$ cat config.mk
export PLATFORM = sky130hd
export DESIGN_NAME = adl1_div
export DESIGN_NICKNAME = d
export VERILOG_FILES = /design/src/rtl/core/adl1_div.sv
export SDC_FILE = /design/constraint.sdc
export NUM_CORES = 1
export LEC_CHECK = 0
export ABC_CLOCK_PERIOD_IN_PS = 7200
export BUFFER_PORTS_ARGS = -buffer_cell sky130_fd_sc_hd__buf_2
export CAP_MARGIN = 20
export CORE_MARGIN = 2
export CORE_UTILIZATION = 55
export DETAILED_ROUTE_END_ITERATION = 12
export PLACE_DENSITY = 0.86
export SLEW_MARGIN = 30
export SYNTH_ARGS = -nofsm -noshare
export SYNTH_HDL_FRONTEND = slang
export SYNTH_SLANG_ARGS = --single-unit
$ cat constraint.sdc
create_clock -name clk -period 7.2 [get_ports clk]
set_input_delay 1.08 -clock clk [delete_from_list [all_inputs] [get_ports clk]]
set_output_delay 1.08 -clock clk [all_outputs]
set_load 0.01 [all_outputs]
$ cat src/rtl/core/adl1_div.sv
module adl1_div (
  input  logic        clk,
  input  logic        rst,
  input  logic        start,
  input  logic [63:0] num,
  input  logic [31:0] den,
  output logic        done,
  output logic [63:0] quo
);

  logic [31:0] rem;
  logic [31:0] den_r;
  logic [5:0]  cnt;
  logic        run;
  logic [32:0] rem_sh;
  logic        fit;

  // restoring division, one quotient bit per cycle
  assign rem_sh = {rem, quo[63]};
  assign fit    = rem_sh >= {1'b0, den_r};
  assign done   = run && (cnt == 6'd63);

  always_ff @(posedge clk) begin
    if (rst) begin
      run <= 1'b0;
      cnt <= '0;
    end else if (start) begin
      run <= 1'b1;
      cnt <= '0;
    end else if (run) begin
      cnt <= cnt + 6'd1;
      if (cnt == 6'd63) begin
        run <= 1'b0;
      end
    end
  end

  always_ff @(posedge clk) begin
    if (start) begin
      quo   <= num;
      rem   <= '0;
      den_r <= den;
    end else if (run) begin
      rem <= fit ? 32'(rem_sh - {1'b0, den_r}) : rem_sh[31:0];
      quo <= {quo[62:0], fit};
    end
  end

endmodule

**Yosys cells after proc, flatten, opt, wreduce, memory -nomap -nowiden**

Cells that the tools add are included.

- Register bits after elaboration: 135
- Input port bits: 99
- Output and inout port bits: 65
- Logic and storage cells: 18

- Add/subtract/negate cells: 2
- $lt $le $gt $ge: 1
- Eq/ne operators: 1
- Mux-type cells: 6
- Reduce and logical (&&, ||, !) cells: 3

Operators with widths:

| operator | count |
|---|---|
| two-way mux 64 bit | 2 |
| greater-or-equal comparator 33 x 32 -> 1 bit | 1 |
| two-way mux 32 bit | 1 |
| subtractor 32 bit | 1 |
| adder 6 x 1 -> 6 bit (second input constant) | 1 |
| == test 6 bit (second input constant) | 1 |
| two-way mux 1 bit | 3 |
| nonzero test 2 bit | 1 |
| OR reduction 2 bit | 1 |
| logical AND 1 bit | 1 |

**Logic depth before layout (Yosys ltp)**

- Depth in word-level cells: 4
- Depth in mapped cells: 12
- Depth with buffers taken out: 12

**Least setup slack after synthesis**

OpenSTA, ideal clock, no wires.

- Path kind: input-to-reg
- Start point: input port start
- End point: register quo[0], enable pin
- Library setup time: 0.394 ns
- Arrival: 2.548 ns
- Data required time: 6.806 ns
- Slack: 4.258 ns
- Cell stages on the path: 3
- Path buffers: 2
- Path through: clkbuf_1 > clkbuf_1 > or2_2

- Word-level cells in the longest chain between the ends: 1

Ends and longest elaborated chain:

| item | line | source |
|---|---|---|
| from (decl) | 4 | `input logic start,` |
| nonzero test 2 bit (no source line) | - |  |
| to (signal assigned) | 40 | `quo <= num;` |
| to (signal assigned) | 45 | `quo <= {quo[62:0], fit};` |
| to (decl) | 8 | `output logic [63:0] quo` |

No other way between the ends.
A chain may end at the register's enable or synchronous reset.

**Worst setup path in the final report**

- Start point: register den_r[10]
- End point: register rem[17]

- Word-level cells in the longest chain between the ends: 2
- Elaborated cells between the ends (all ways): 3
- Those cells by class: add/sub (1); order compare (1); mux (1)

Ends and longest elaborated chain:

| item | line | source |
|---|---|---|
| from (decl) | 12 | `logic [31:0] den_r;` |
| from (signal assigned) | 42 | `den_r <= den;` |
| subtractor 32 bit or greater-or-equal comparator 33 x 32 -> 1 bit (tied branches) | 44, 20 |  |
| two-way mux 32 bit (*) | 44 | `rem <= fit ? 32'(rem_sh - {1'b0, den_r}) : rem_sh[31:0];` |
| to (signal assigned) | 44 |  |
| to (decl) | 11 | `logic [31:0] rem;` |

Every way passes the cells marked *; elsewhere a longest branch is shown, timed or not.

==> metrics.cfg <==
[status]
status = finished clean

[global_route]
antenna_found_initial = 0
grt_max_degree = 71
grt_pass1_wl_mm = 27.8
first_global_vias = 5630
grt_use_total_pct = 25.0
grt_overflow_total = 0

[logic_synthesis]
yosys.area.top_type_share_pct = 40.5
syn_inst = 634
synth_cell_types = 52
synth_flop_cell = edfxtp_1
synth_simple_gate_area_share_pct = 9.27
yosys_warnings = 0
synth_area_leader_cell = edfxtp_1
synthAdderAreaFrac_pct = 6.08
synth_top_family_by_area = multiplexers
ys_seq_elements = 135
synth_edf_count = 96
mappedNetlistArea_sq_mm = 0.00712
synth-xor-area-share_pct = 3.45
ys_seq_area_share_pct = 51.5
syn_area_per_cell_sq_um = 11.2
synth_nets = 767
synth_compound_area_share_pct = 12.5
synthTopCellsByArea = edfxtp_1 (41%), dfxtp_1 (11%), mux2_2 (10%)
muxShareOfSynthArea_pct = 12.9
async_flop_share_pct = 0

[floorplan]
dieArea_sq_mm = 0.0139
start_util_pct = 56.4
io_pins = 164
core_sq_mm = 0.0126
chipHeight_microns = 118
die-width_microns = 118
rows = 41

[layout]
antenna_cells = 0
syn_to_final_growth_pct = 21.3
nNetsFinal = 925
drive_above_1_share_pct = 33.3

[cts]
cts_setup_buffers = 0
cts_resized = 0
numCtsBuffers = 17
clockRootBuffer = clkbuf_16
clock_latency_ps = 420
clock_path_buffers = 2
clock-sinks = 135
post_cts_hold_buffer_count = 0
htreeDepth = 4
path_clk_slew_ps = 60
cts_tree = yes

[timing]
slew_headroom_pct = 41.3
hold_viol = 0
setup_violations = 0
fin_crit_ps = 3790
fmax_mhz = 264
slew_viol_final = 0
clock_skew_ps = 9.67
period_share_pct = 52.6
rsz0062_at_grt = no
setup_tns_ps = 0
fin_ws_ps = 3410
tightest_slew_ps = 881

[power_and_ir_drop]
power_density_mw_per_mm2 = 262
ir_worst_vdd_v = 0.000208
p_leak_nw = 3.63

[worst_setup_path]
critPathLaunchType = flip-flop
critical_path.max_fanout = 18
worstSetupEndpointType = flip-flop
criticalPathCategory = reg -> reg
worstPathRequired_ps = 7460
crit_arrival_ps = 4050

[placed_design]
place.gp.congestion = 0.936
dp_hpwl_mm = 11.8
pre_cts_slack_ps = 3450
io_buffers = 163

[worst_hold_path]
holdCritPathClass = reg -> reg

[route]
wl_per_cell_microns = 16.9
totalWireLength_mm = 16.5
num_vias = 5450
drtAntennaViolNets = 0
first_iter_violations = 379
first_pass_iters = 5
viasPerCell = 5.58
post-route-drc-count = 0

[job]
maxCapViolCount = 0

-- registers in the layout (all words and copies together), names as in the netlist --
name   count
cnt        6
den_r     32
quo       64
rem       32
run        1
-- metrics by stage --
stage                     utilization [%]  power (mW)  cells  hold WS, ps  instance area (sq um)
after floorplan                         -        1.28    634          458                   7120
after global routing                 68.4        2.37    977          520                   8630
final                                68.4        2.27    977          502                   8630
after CTS                            68.4        2.28    977          499                   8630
after global placement               63.9        1.40    945          470                   8060
after detailed placement             63.9        1.42    945          488                   8060
-- layer usage --
metal	wire, microns	share of wire, %	vias to the layer above	global-route usage [%]
li1	-	-	2657	-
met1	6640	40	2569	29.4
met2	8250	50	199	42.3
met3	1250	7.6	25	8.33
met4	352	2.1	0	9.71
met5	0	0	-	0
-- path summary, 6_finish.rpt --
check,start,end,slack (ps),depth (start not counted)
max,den_r[10]$_DFFE_PP_,rem[17]$_SDFFE_PP0P_,3410,12
min,rem[24]$_SDFFE_PP0P_,rem[25]$_SDFFE_PP0P_,500,2
max reg2reg,den_r[10]$_DFFE_PP_,rem[17]$_SDFFE_PP0P_,3410,12
min reg2reg,rem[24]$_SDFFE_PP0P_,rem[25]$_SDFFE_PP0P_,500,2
-- Yosys cell counts (13+ instances only) --
master	number
mux2_2	64
ha_1	33
dfxtp_1	39
nand2_1	46
xnor2_1	15
a21oi_1	34
inv_1	46
a211oi_1	21
xor2_1	13
edfxtp_1	96
mux2i_1	20
o21ai_0	24
clkbuf_1	23
nor2_1	46
-- area by class of cell --
class	instances	area [sq um]
Fill cell	955	3990
Sequential cell	135	3660
Multi-Input combinational cell	424	3150
Timing Repair Buffer	168	856
Clock buffer	18	429
Tap cell	172	215
Inverter	46	173
Clock inverter	14	148
-- cells in the final DEF, fill, tap and decap left out, types with 11 or more instances in the layout --
cell type,n
xnor2_1,15
mux2_2,64
a211oi_1,21
inv_1,46
buf_2,162
a21o_1,11
edfxtp_1,96
mux2i_1,20
nor2_1,46
a21oi_1,34
o21ai_0,24
nand4_1,11
dfxtp_1,38
xor2_1,13
nand2_1,46
ha_1,33
clkbuf_16,17
-- cells by family (layout without fill, tap and decap cells) --
kind of cell / Yosys count / count (layout)
xor gates and xnor gates: 28 / 28
and+or+nand+nor: 143 / 143
adders and majority gates: 34 / 34
muxes: 84 / 84
DFF: 135 / 135
buffers and inverters: 75 / 246
AOI/OAI and AO/OA: 135 / 135
-- power breakdown --
group	switching [mW]	internal, mW
Sequential	0.0403	0.917
Clock	0.341	0.512
Combinational	0.256	0.198
Total	0.638	1.63
-- worst max-delay path, stage by stage, from the launching register on --
cell	delay [ps]
edfxtp_1	320
inv_1	50
ha_1	390
and3_1	240
nand4_1	110
a211o_1	310
a21oi_1	260
o21ai_1	190
a2bb2oi_1	210
a21oi_2	740
buf_4	450
mux2i_1	260
a211oi_1	100
No activity file was read; power rests on OpenSTA's default activity.
