[config.mk]
export PLATFORM = sky130hd
export DESIGN_NAME = adl1_isqrt
export DESIGN_NICKNAME = d
export VERILOG_FILES = /design/src/rtl/core/adl1_isqrt.sv
export SDC_FILE = /design/constraint.sdc
export NUM_CORES = 1
export LEC_CHECK = 0
export BUFFER_PORTS_ARGS = -buffer_cell sky130_fd_sc_hd__buf_2
export CORE_ASPECT_RATIO = 1.2
export CORE_MARGIN = 2
export CORE_UTILIZATION = 53
export CTS_CLUSTER_DIAMETER = 50
export DETAILED_ROUTE_END_ITERATION = 16
export PLACE_DENSITY_LB_ADDON = 0.15
export RECOVER_POWER = 100
export REMOVE_ABC_BUFFERS = 1
export SKIP_CTS_REPAIR_TIMING = 1
export SLEW_MARGIN = 30
export SYNTH_ARGS = -nofsm -noshare
export SYNTH_HDL_FRONTEND = slang
export SYNTH_SLANG_ARGS = --single-unit
export TNS_END_PERCENT = 5
[constraint.sdc]
create_clock -name clk -period 2.75 [get_ports clk]
set_input_delay 0.6875 -clock clk [delete_from_list [all_inputs] [get_ports clk]]
set_output_delay 0.6875 -clock clk [all_outputs]
set_load 0.01 [all_outputs]
[src/rtl/core/adl1_isqrt.sv]
module adl1_isqrt (
  input  logic        clk,
  input  logic        rst,
  input  logic        start,
  input  logic [63:0] x,
  output logic        done,
  output logic [31:0] root
);

  logic [63:0] x_sh;
  logic [33:0] rem;
  logic [4:0]  cnt;
  logic        run;
  logic [35:0] rem_sh;
  logic [35:0] trial;
  logic        fit;

  // one result bit per cycle, two radicand bits brought down
  assign rem_sh = {rem, x_sh[63:62]};
  assign trial  = {2'b00, root, 2'b01};
  assign fit    = rem_sh >= trial;
  assign done   = run && (cnt == 5'd31);

  always_ff @(posedge clk) begin
    if (rst) begin
      run <= 1'b0;
      cnt <= '0;
    end else if (start) begin
      run <= 1'b1;
      cnt <= '0;
    end else if (run) begin
      cnt <= cnt + 5'd1;
      if (cnt == 5'd31) begin
        run <= 1'b0;
      end
    end
  end

  always_ff @(posedge clk) begin
    if (start) begin
      x_sh <= x;
      rem  <= '0;
      root <= '0;
    end else if (run) begin
      x_sh <= {x_sh[61:0], 2'b00};
      rem  <= fit ? 34'(rem_sh - trial) : rem_sh[33:0];
      root <= {root[30:0], fit};
    end
  end

endmodule

== Yosys cells after proc, flatten, opt, wreduce, memory -nomap -nowiden ==
Cells that the tools add are included.
Operators by class
  add/sub/neg operators: 2
  equal/unequal tests: 1
  multiplexer cells: 6
  reductions and logical operators: 3
  order comparisons: 1
Operators with widths (count)
  2-to-1 mux 64 bit: 2
  >= comparator 36 x 34 -> 1 bit: 1
  2-to-1 mux 34 bit: 1
  subtractor 34 bit: 1
  adder 5 x 1 -> 5 bit, second input constant: 1
  == test 5 bit, second input constant: 1
  2-to-1 mux 1 bit: 3
  nonzero test 2 bit: 1
  OR reduction 2 bit: 1
  logical AND 1 bit: 1
Word-level totals
  output and inout port bits: 33
  register bits: 136
  bits of input ports: 67
  word-level logic and storage cells: 18

== Longest topological paths before layout ==
Gate-level depths: netlist of run 1.
  word-level depth: 4
  gate-level depth with buffers: 13
  depth with buffers taken out: 11

== Worst setup path before layout of run 1 ==
Ideal clock, no wire load.
  path type: register -> register
  start point: reg root[5]
  end point: reg rem[26]
  cell stages (with the launch flop): 11
  period minus slack after synthesis: 2.683 ns
  setup slack: 0.067 ns
  library setup time: 0.091 ns
  required time: 2.659 ns
  arrival time: 2.592 ns
  path buffers: 0
  cells stage by stage: dfxtp_1 -> inv_1 -> ha_1 -> a2111oi_2 -> a22oi_2 -> a31o_2 -> a21oi_1 -> o21ai_1 -> o21bai_1 -> mux2_2 -> a311oi_1
On the way
  cells in the longest elaborated chain, start to end: 2
  elaborated cells on any way between the ends: 3
  those cells by class: add/sub: 1; order compare: 1; mux: 1
Ends and longest elaborated chain
  from (decl): RTL line 7  | output logic [31:0] root
  from (signal assigned): RTL line 47  | root <= {root[30:0], fit};
  subtractor 34 bit or >= comparator 36 x 34 -> 1 bit (tied branches): RTL line 46, 21
  2-to-1 mux 34 bit *: RTL line 46  | rem <= fit ? 34'(rem_sh - trial) : rem_sh[33:0];
  to (signal assigned): RTL line 46
  to (decl): RTL line 11  | logic [33:0] rem;
Mark *: on every way between the ends. The rest lies on a longest branch, timed or not.
A chain may end at the register's enable or synchronous reset.

== Worst setup path after layout of run 1 ==
  start point: reg root[0]
  end point: reg rem[33]
The elaborated chain is that of the path after synthesis.

==> flow_summary.json, run 1 <==
{
  "ys.flop_type": "dfxtp_1",
  "clk_latency_ps": 430,
  "netlist_area_um2": 7560,
  "fin_hold_ws_ps": 495,
  "ir_drop_uv": 572,
  "dieArea_um2": 15200,
  "die_w_um": 113,
  "drc_errors": 3,
  "drt-wirelength-per-cell_um": 15.8,
  "antenna_found_initial": 0,
  "critPathArrivalTime_ps": 2960,
  "drt_pass1_iterations": 10,
  "port_buffers": 99,
  "switching_share": 0.359,
  "drt-initial-drc-count": 320,
  "critPathCapture": "rem[33]",
  "cts_buffers": 17,
  "outcome": "finished, violations left",
  "power_leakage_nw": 3.76,
  "critical_path_class": "reg -> reg",
  "cp-end-kind": "register",
  "crit-reg2reg-capture": "rem[33]",
  "final_cell_mix": "nor2_1 (91), buf_2 (72), dfxtp_1 (66)",
  "crit_start": "root[0]",
  "p_clk_frac": 0.266,
  "rrSetupSlack_ps": 40,
  "grt.total_usage": 0.214,
  "rsz0062_at_grt": "yes",
  "worstPathRequired_ps": 3010,
  "fillCellCount": 1075,
  "clock.fmax_mhz": 369,
  "clock_sinks": 136,
  "setup_violations": 0,
  "place.gp.congestion": 0.890,
  "yosysWarnings": 0,
  "wl_mm": 16.7,
  "cts_buffer_depth": 2,
  "gr-total-overflow": 0,
  "seq_power_share": 0.289,
  "hp-class": "reg -> reg",
  "ys_async_sr_fraction": 0,
  "relSlewSlack": -0.0120,
  "area_growth_pct": 25.0,
  "path_clk_slew_ps": 60,
  "powerDensity_nw_per_um2": 912,
  "syn-instance-count": 740,
  "finalCriticalPeriod_ps": 2710,
  "boundaryPins": 100,
  "grt_pass1_vias": 5791,
  "final_cells": 1062,
  "syn_area_per_cell_um2": 10.2,
  "insertedDiodeCount": 0,
  "synth-seq-cells": 136,
  "hold_violations": 0,
  "die_y_um": 135,
  "r2r-start": "root[0]",
  "nets": 981,
  "cts-root-buf": "clkbuf_16",
  "grt_first_pass_wirelength_mm": 26.5,
  "r2r_cells": 13,
  "path_max_fanout": 4,
  "synth_cell_types": 64,
  "post-place-cells": 1021,
  "slew_viol_final": 65,
  "dp_hpwl_mm": 11.2,
  "vias": 6009,
  "timing.final.crit_share": 0.984,
  "violations": "DRC, capacitance limit, slew limit",
  "power_switching_mw": 3.09,
  "drv_cap": 1,
  "initial_core_util": 0.545,
  "combPwrFrac": 0.445,
  "worst_slew_pin_slew_ps": 1520,
  "htreeDepth": 4,
  "grt_start_max_net_pins": 65,
  "vias_per_cell": 5.66,
  "cp-start-kind": "register",
  "drtAntennaViolNets": 0,
  "drive_above_1_share": 0.334,
  "final_common_cell": "nor2_1",
  "row_count": 47,
  "synth_edf_count": 64,
  "fin_skew_ps": 6.58,
  "intPower_mw": 5.53,
  "seq_area_frac_synth": 0.445,
  "coreArea_um2": 13900,
  "cts_tree": "built"
}
## final cells by class
| type | instances | area (µm²) | share of cell area |
|---|---|---|---|
| clock buffer | 17 | 425 | 0.0450 |
| tap | 171 | 214 | 0.0226 |
| inverter | 41 | 154 | 0.0163 |
| timing repair buffer | 159 | 983 | 0.104 |
| clock inverter | 15 | 165 | 0.0175 |
| multi-input combinational | 523 | 4140 | 0.438 |
| sequential | 136 | 3370 | 0.357 |
## sequential cells by signal, indices dropped and copies added (netlist names)
| register | count |
|---|---|
| cnt | 5 |
| run | 1 |
| x_sh | 64 |
| rem | 34 |
| root | 32 |
## synth_stat cells, types with 12 or more instances
master | number | area share
nor2_1 | 91 | 0.045
dfxtp_1 | 72 | 0.19
edfxtp_1 | 64 | 0.25
mux2_2 | 64 | 0.095
a21oi_1 | 59 | 0.039
nand2_1 | 47 | 0.023
inv_1 | 40 | 0.020
mux2i_1 | 37 | 0.049
ha_1 | 36 | 0.060
clkbuf_1 | 21 | 0.010
o21ai_0 | 21 | 0.014
xnor2_1 | 17 | 0.020
nor3_1 | 12 | 0.0079
xor2_1 | 12 | 0.014
## through the flow
step	power [mW]	worst slack, ps	TNS [ps]	instance area, µm²	utilization
after floorplan	4.70	-1960	-114190	7370	-
after global placement	5.63	49.3	0	8500	0.613
after detailed placement	5.69	-36.4	-64.0	8500	0.613
after CTS	8.01	-40.8	-94.8	9090	0.655
after global routing	9.09	-94.9	-855	9450	0.681
final	8.62	43.6	0	9450	0.681
## how the worst min path moves through the flow
stage | startpoint | end | depth (start not counted)
6_report | rem[33] | rem[33] | 2
5_1_grt | rst | cnt[0] | 2
4_1_cts | rst | run | 2
3_5_place_dp | rem[33] | rem[33] | 2
3_3_place_gp | rem[32] | rem[32] | 2
2_1_floorplan | rem[33] | rem[33] | 2
## power by group through the flow
stage                     Clock [mW]  Combinational (mW)  Sequential, mW
after detailed placement           0                3.18            2.51
after CTS                       2.33                3.20            2.47
after floorplan                    0                2.20            2.50
after global placement             0                3.12            2.51
after global routing            2.42                4.16            2.51
final                           2.30                3.83            2.49
## metal layers
metal | global-route usage | part of all wire | vias up
li1 | - | - | 2941
met1 | 0.250 | 0.41 | 2856
met2 | 0.372 | 0.50 | 171
met3 | 0.0642 | 0.060 | 41
met4 | 0.0820 | 0.025 | 0
met5 | 0 | 0 | -
## kinds of logic (layout without fill, tap and decap cells)
kind of cell / after synthesis / after routing / share of synthesized area
AOI/OAI and AO/OA: 161 / 161 / 0.155
xor gates and xnor gates: 29 / 29 / 0.0336
buffers and inverters: 81 / 232 / 0.0463
DFF: 136 / 136 / 0.445
adders and majority gates: 36 / 36 / 0.0596
and+or+nand+nor: 195 / 195 / 0.115
muxes: 102 / 102 / 0.146
## critical path, cell delays in order (launching register included)
cell       delay, ps
dfxtp_1          330
inv_1             50
ha_1             280
buf_4            120
nor2_1            50
o31ai_2          310
buf_4            180
o2111ai_1        170
a31o_4           330
o31ai_4          220
o21a_1           150
nor3_1            40
o31ai_1          190
a311oi_1         120
No activity file was read; power rests on OpenSTA's default activity.
==> run 2, diff against run 1 <==
--- a/config.mk
+++ b/config.mk
@@ -11,6 +11,7 @@
 export CORE_UTILIZATION = 53
 export CTS_CLUSTER_DIAMETER = 50
 export DETAILED_ROUTE_END_ITERATION = 16
+export GPL_TIMING_DRIVEN = 0
 export PLACE_DENSITY_LB_ADDON = 0.15
 export RECOVER_POWER = 100
 export REMOVE_ABC_BUFFERS = 1
==> run 2 against run 1 <==
Compared with the run above: routed wire length is 3.0% lower; setup slack worse by 200 ps; utilization is 2.4 points lower; hold slack worse by 4.2 ps; largest cell class unchanged; sequential power hardly changed; the flow finishes with violations (DRC, setup timing); sequential share of layout area up 1.4 points.
==> flow_summary.json, run 2 (same netlist as run 1, synthesis figures left out) <==
{
  "outcome": "finished, violations left",
  "violations": "DRC, setup timing",
  "power_leakage_nw": 3.66,
  "drt_pass1_iterations": 10,
  "regArea_um2": 3370,
  "grt_start_max_net_pins": 100,
  "powerDensity_nw_per_um2": 894,
  "insertedDiodeCount": 0,
  "worstPathRequired_ps": 3030,
  "dp_hpwl_mm": 10.4,
  "crit_buf_inv": 1,
  "r2r-start": "root[1]",
  "coreArea_um2": 13900,
  "fin_skew_ps": 14.5,
  "largest_register_ff_count": 64,
  "vias": 5811,
  "fin_hold_ws_ps": 490,
  "cts-root-buf": "clkbuf_16",
  "htreeDepth": 4,
  "dieArea_um2": 15200,
  "vias_per_cell": 5.69,
  "finalCriticalPeriod_ps": 2900,
  "area_growth_pct": 20.5,
  "relSlewSlack": 0.448,
  "timing.final.crit_share": 1.06,
  "utilization": 0.657,
  "rrSetupSlack_ps": -150,
  "path_cells": "inv_1, ha_1, nand2_1, o31ai_4, o21ai_1, o21ai_1, nand2_1, a311oi_2, mux2_1, a221oi_2, nor3_1",
  "largestRegisters": "x_sh: 64 flops, rem: 34 flops, root: 32 flops",
  "setup_violations": 9,
  "drtAntennaViolNets": 0,
  "crit_slowest_cell": "mux2_1",
  "clk_latency_ps": 420,
  "final_common_cell": "buf_2",
  "clock_sinks": 136,
  "clock.fmax_mhz": 345,
  "nets": 941,
  "crit-reg2reg-capture": "rem[25]",
  "worst_slew_pin_slew_ps": 829,
  "drt-wirelength-per-cell_um": 15.9,
  "cp-start-kind": "register",
  "regMostFlops": "x_sh",
  "initial_core_util": 0.545,
  "path_clk_slew_ps": 60,
  "cts_tree": "built",
  "place.gp.congestion": 0.876,
  "critical_path_class": "reg -> reg",
  "cts_buffers": 17,
  "grt.total_usage": 0.208,
  "final_area_um2": 9110,
  "slew_viol_final": 0,
  "cts_buffer_depth": 2,
  "multi_input_area_um2": 4080,
  "drv_cap": 0,
  "rsz0062_at_grt": "yes",
  "min_to": "rem[32]",
  "gr-total-overflow": 0,
  "cpPeakStageDelay_ps": 380,
  "post-place-cells": 973,
  "min_path_cells": 2,
  "hp-class": "reg -> reg",
  "antenna_found_initial": 0,
  "hold_violations": 0,
  "grt_pass1_vias": 5787,
  "grt_first_pass_wirelength_mm": 25.9,
  "ir_drop_uv": 490,
  "final_cell_mix": "buf_2 (98), nor2_1 (90), dfxtp_1 (65)",
  "die_y_um": 135,
  "drive_above_1_share": 0.329,
  "worst_path_dominant_cell_family": "compound AO/OA/AOI/OAI gates",
  "port_buffers": 99,
  "r2r_cells": 11,
  "cp-end-kind": "register",
  "drt-initial-drc-count": 254,
  "critPathArrivalTime_ps": 3180,
  "boundaryPins": 100,
  "path_max_fanout": 4,
  "dpl_cell_area_um2": 8170,
  "final_cells": 1022,
  "drc_errors": 3,
  "die_w_um": 113,
  "fillCellCount": 1139,
  "row_count": 47,
  "wl_mm": 16.2,
  "worst_slack_ps": -152,
  "worstHoldStart": "rem[32]"
}
run 2: how the worst max path moves through the flow:
stage            start       to  slack (ps)  cells past startpoint
6_report       root[1]  rem[25]        -150                     11
5_1_grt        root[1]  rem[25]        -230                     11
3_5_place_dp   root[0]   rem[5]        -500                     12
3_3_place_gp       run     done       -3570                      3
4_1_cts        root[0]   rem[5]        -500                     12
2_1_floorplan      run     done       -1960                      2
run 2: per-stage QoR:
stage                     setup slack [ps]  power, mW  TNS, ps
final                                 -152       8.14     -302
after global routing                  -233       8.59    -2980
after CTS                             -501       7.63   -13480
after detailed placement              -496       5.41   -12750
after global placement               -3570       5.26  -295150
after floorplan                      -1960       4.70  -114190
run 2: layout make-up:
cell class	instances	area share
inverters	41	0.0173
repair buffers	118	0.0798
well taps	171	0.0235
clock buffers	20	0.0479
flip-flops and latches	136	0.370
clock inverters	12	0.0139
multi-input cells	524	0.447
run 2: report_power, final:
part           switching [mW]  leakage, nW  internal, mW  total, mW
clock                   0.867        0.278          1.33       2.20
combinational            1.92         2.15          1.53       3.45
sequential              0.138         1.24          2.36       2.49
run 2: per-layer routing:
metal	part of all wire	wire length (µm)	track usage	vias up
met1	0.41	6730	0.247	2768
met4	0.024	389	0.0854	0
met2	0.51	8260	0.354	129
met5	0	0	0	-
met3	0.053	856	0.0588	33
li1	-	-	-	2881
run 2: worst register-to-register path, stage by stage, from the launching register on:
cell,delay [ps]
dfxtp_1,370
inv_1,80
ha_1,350
nand2_1,130
o31ai_4,280
o21ai_1,150
o21ai_1,230
nand2_1,160
a311oi_2,280
mux2_1,380
a221oi_2,250
nor3_1,90
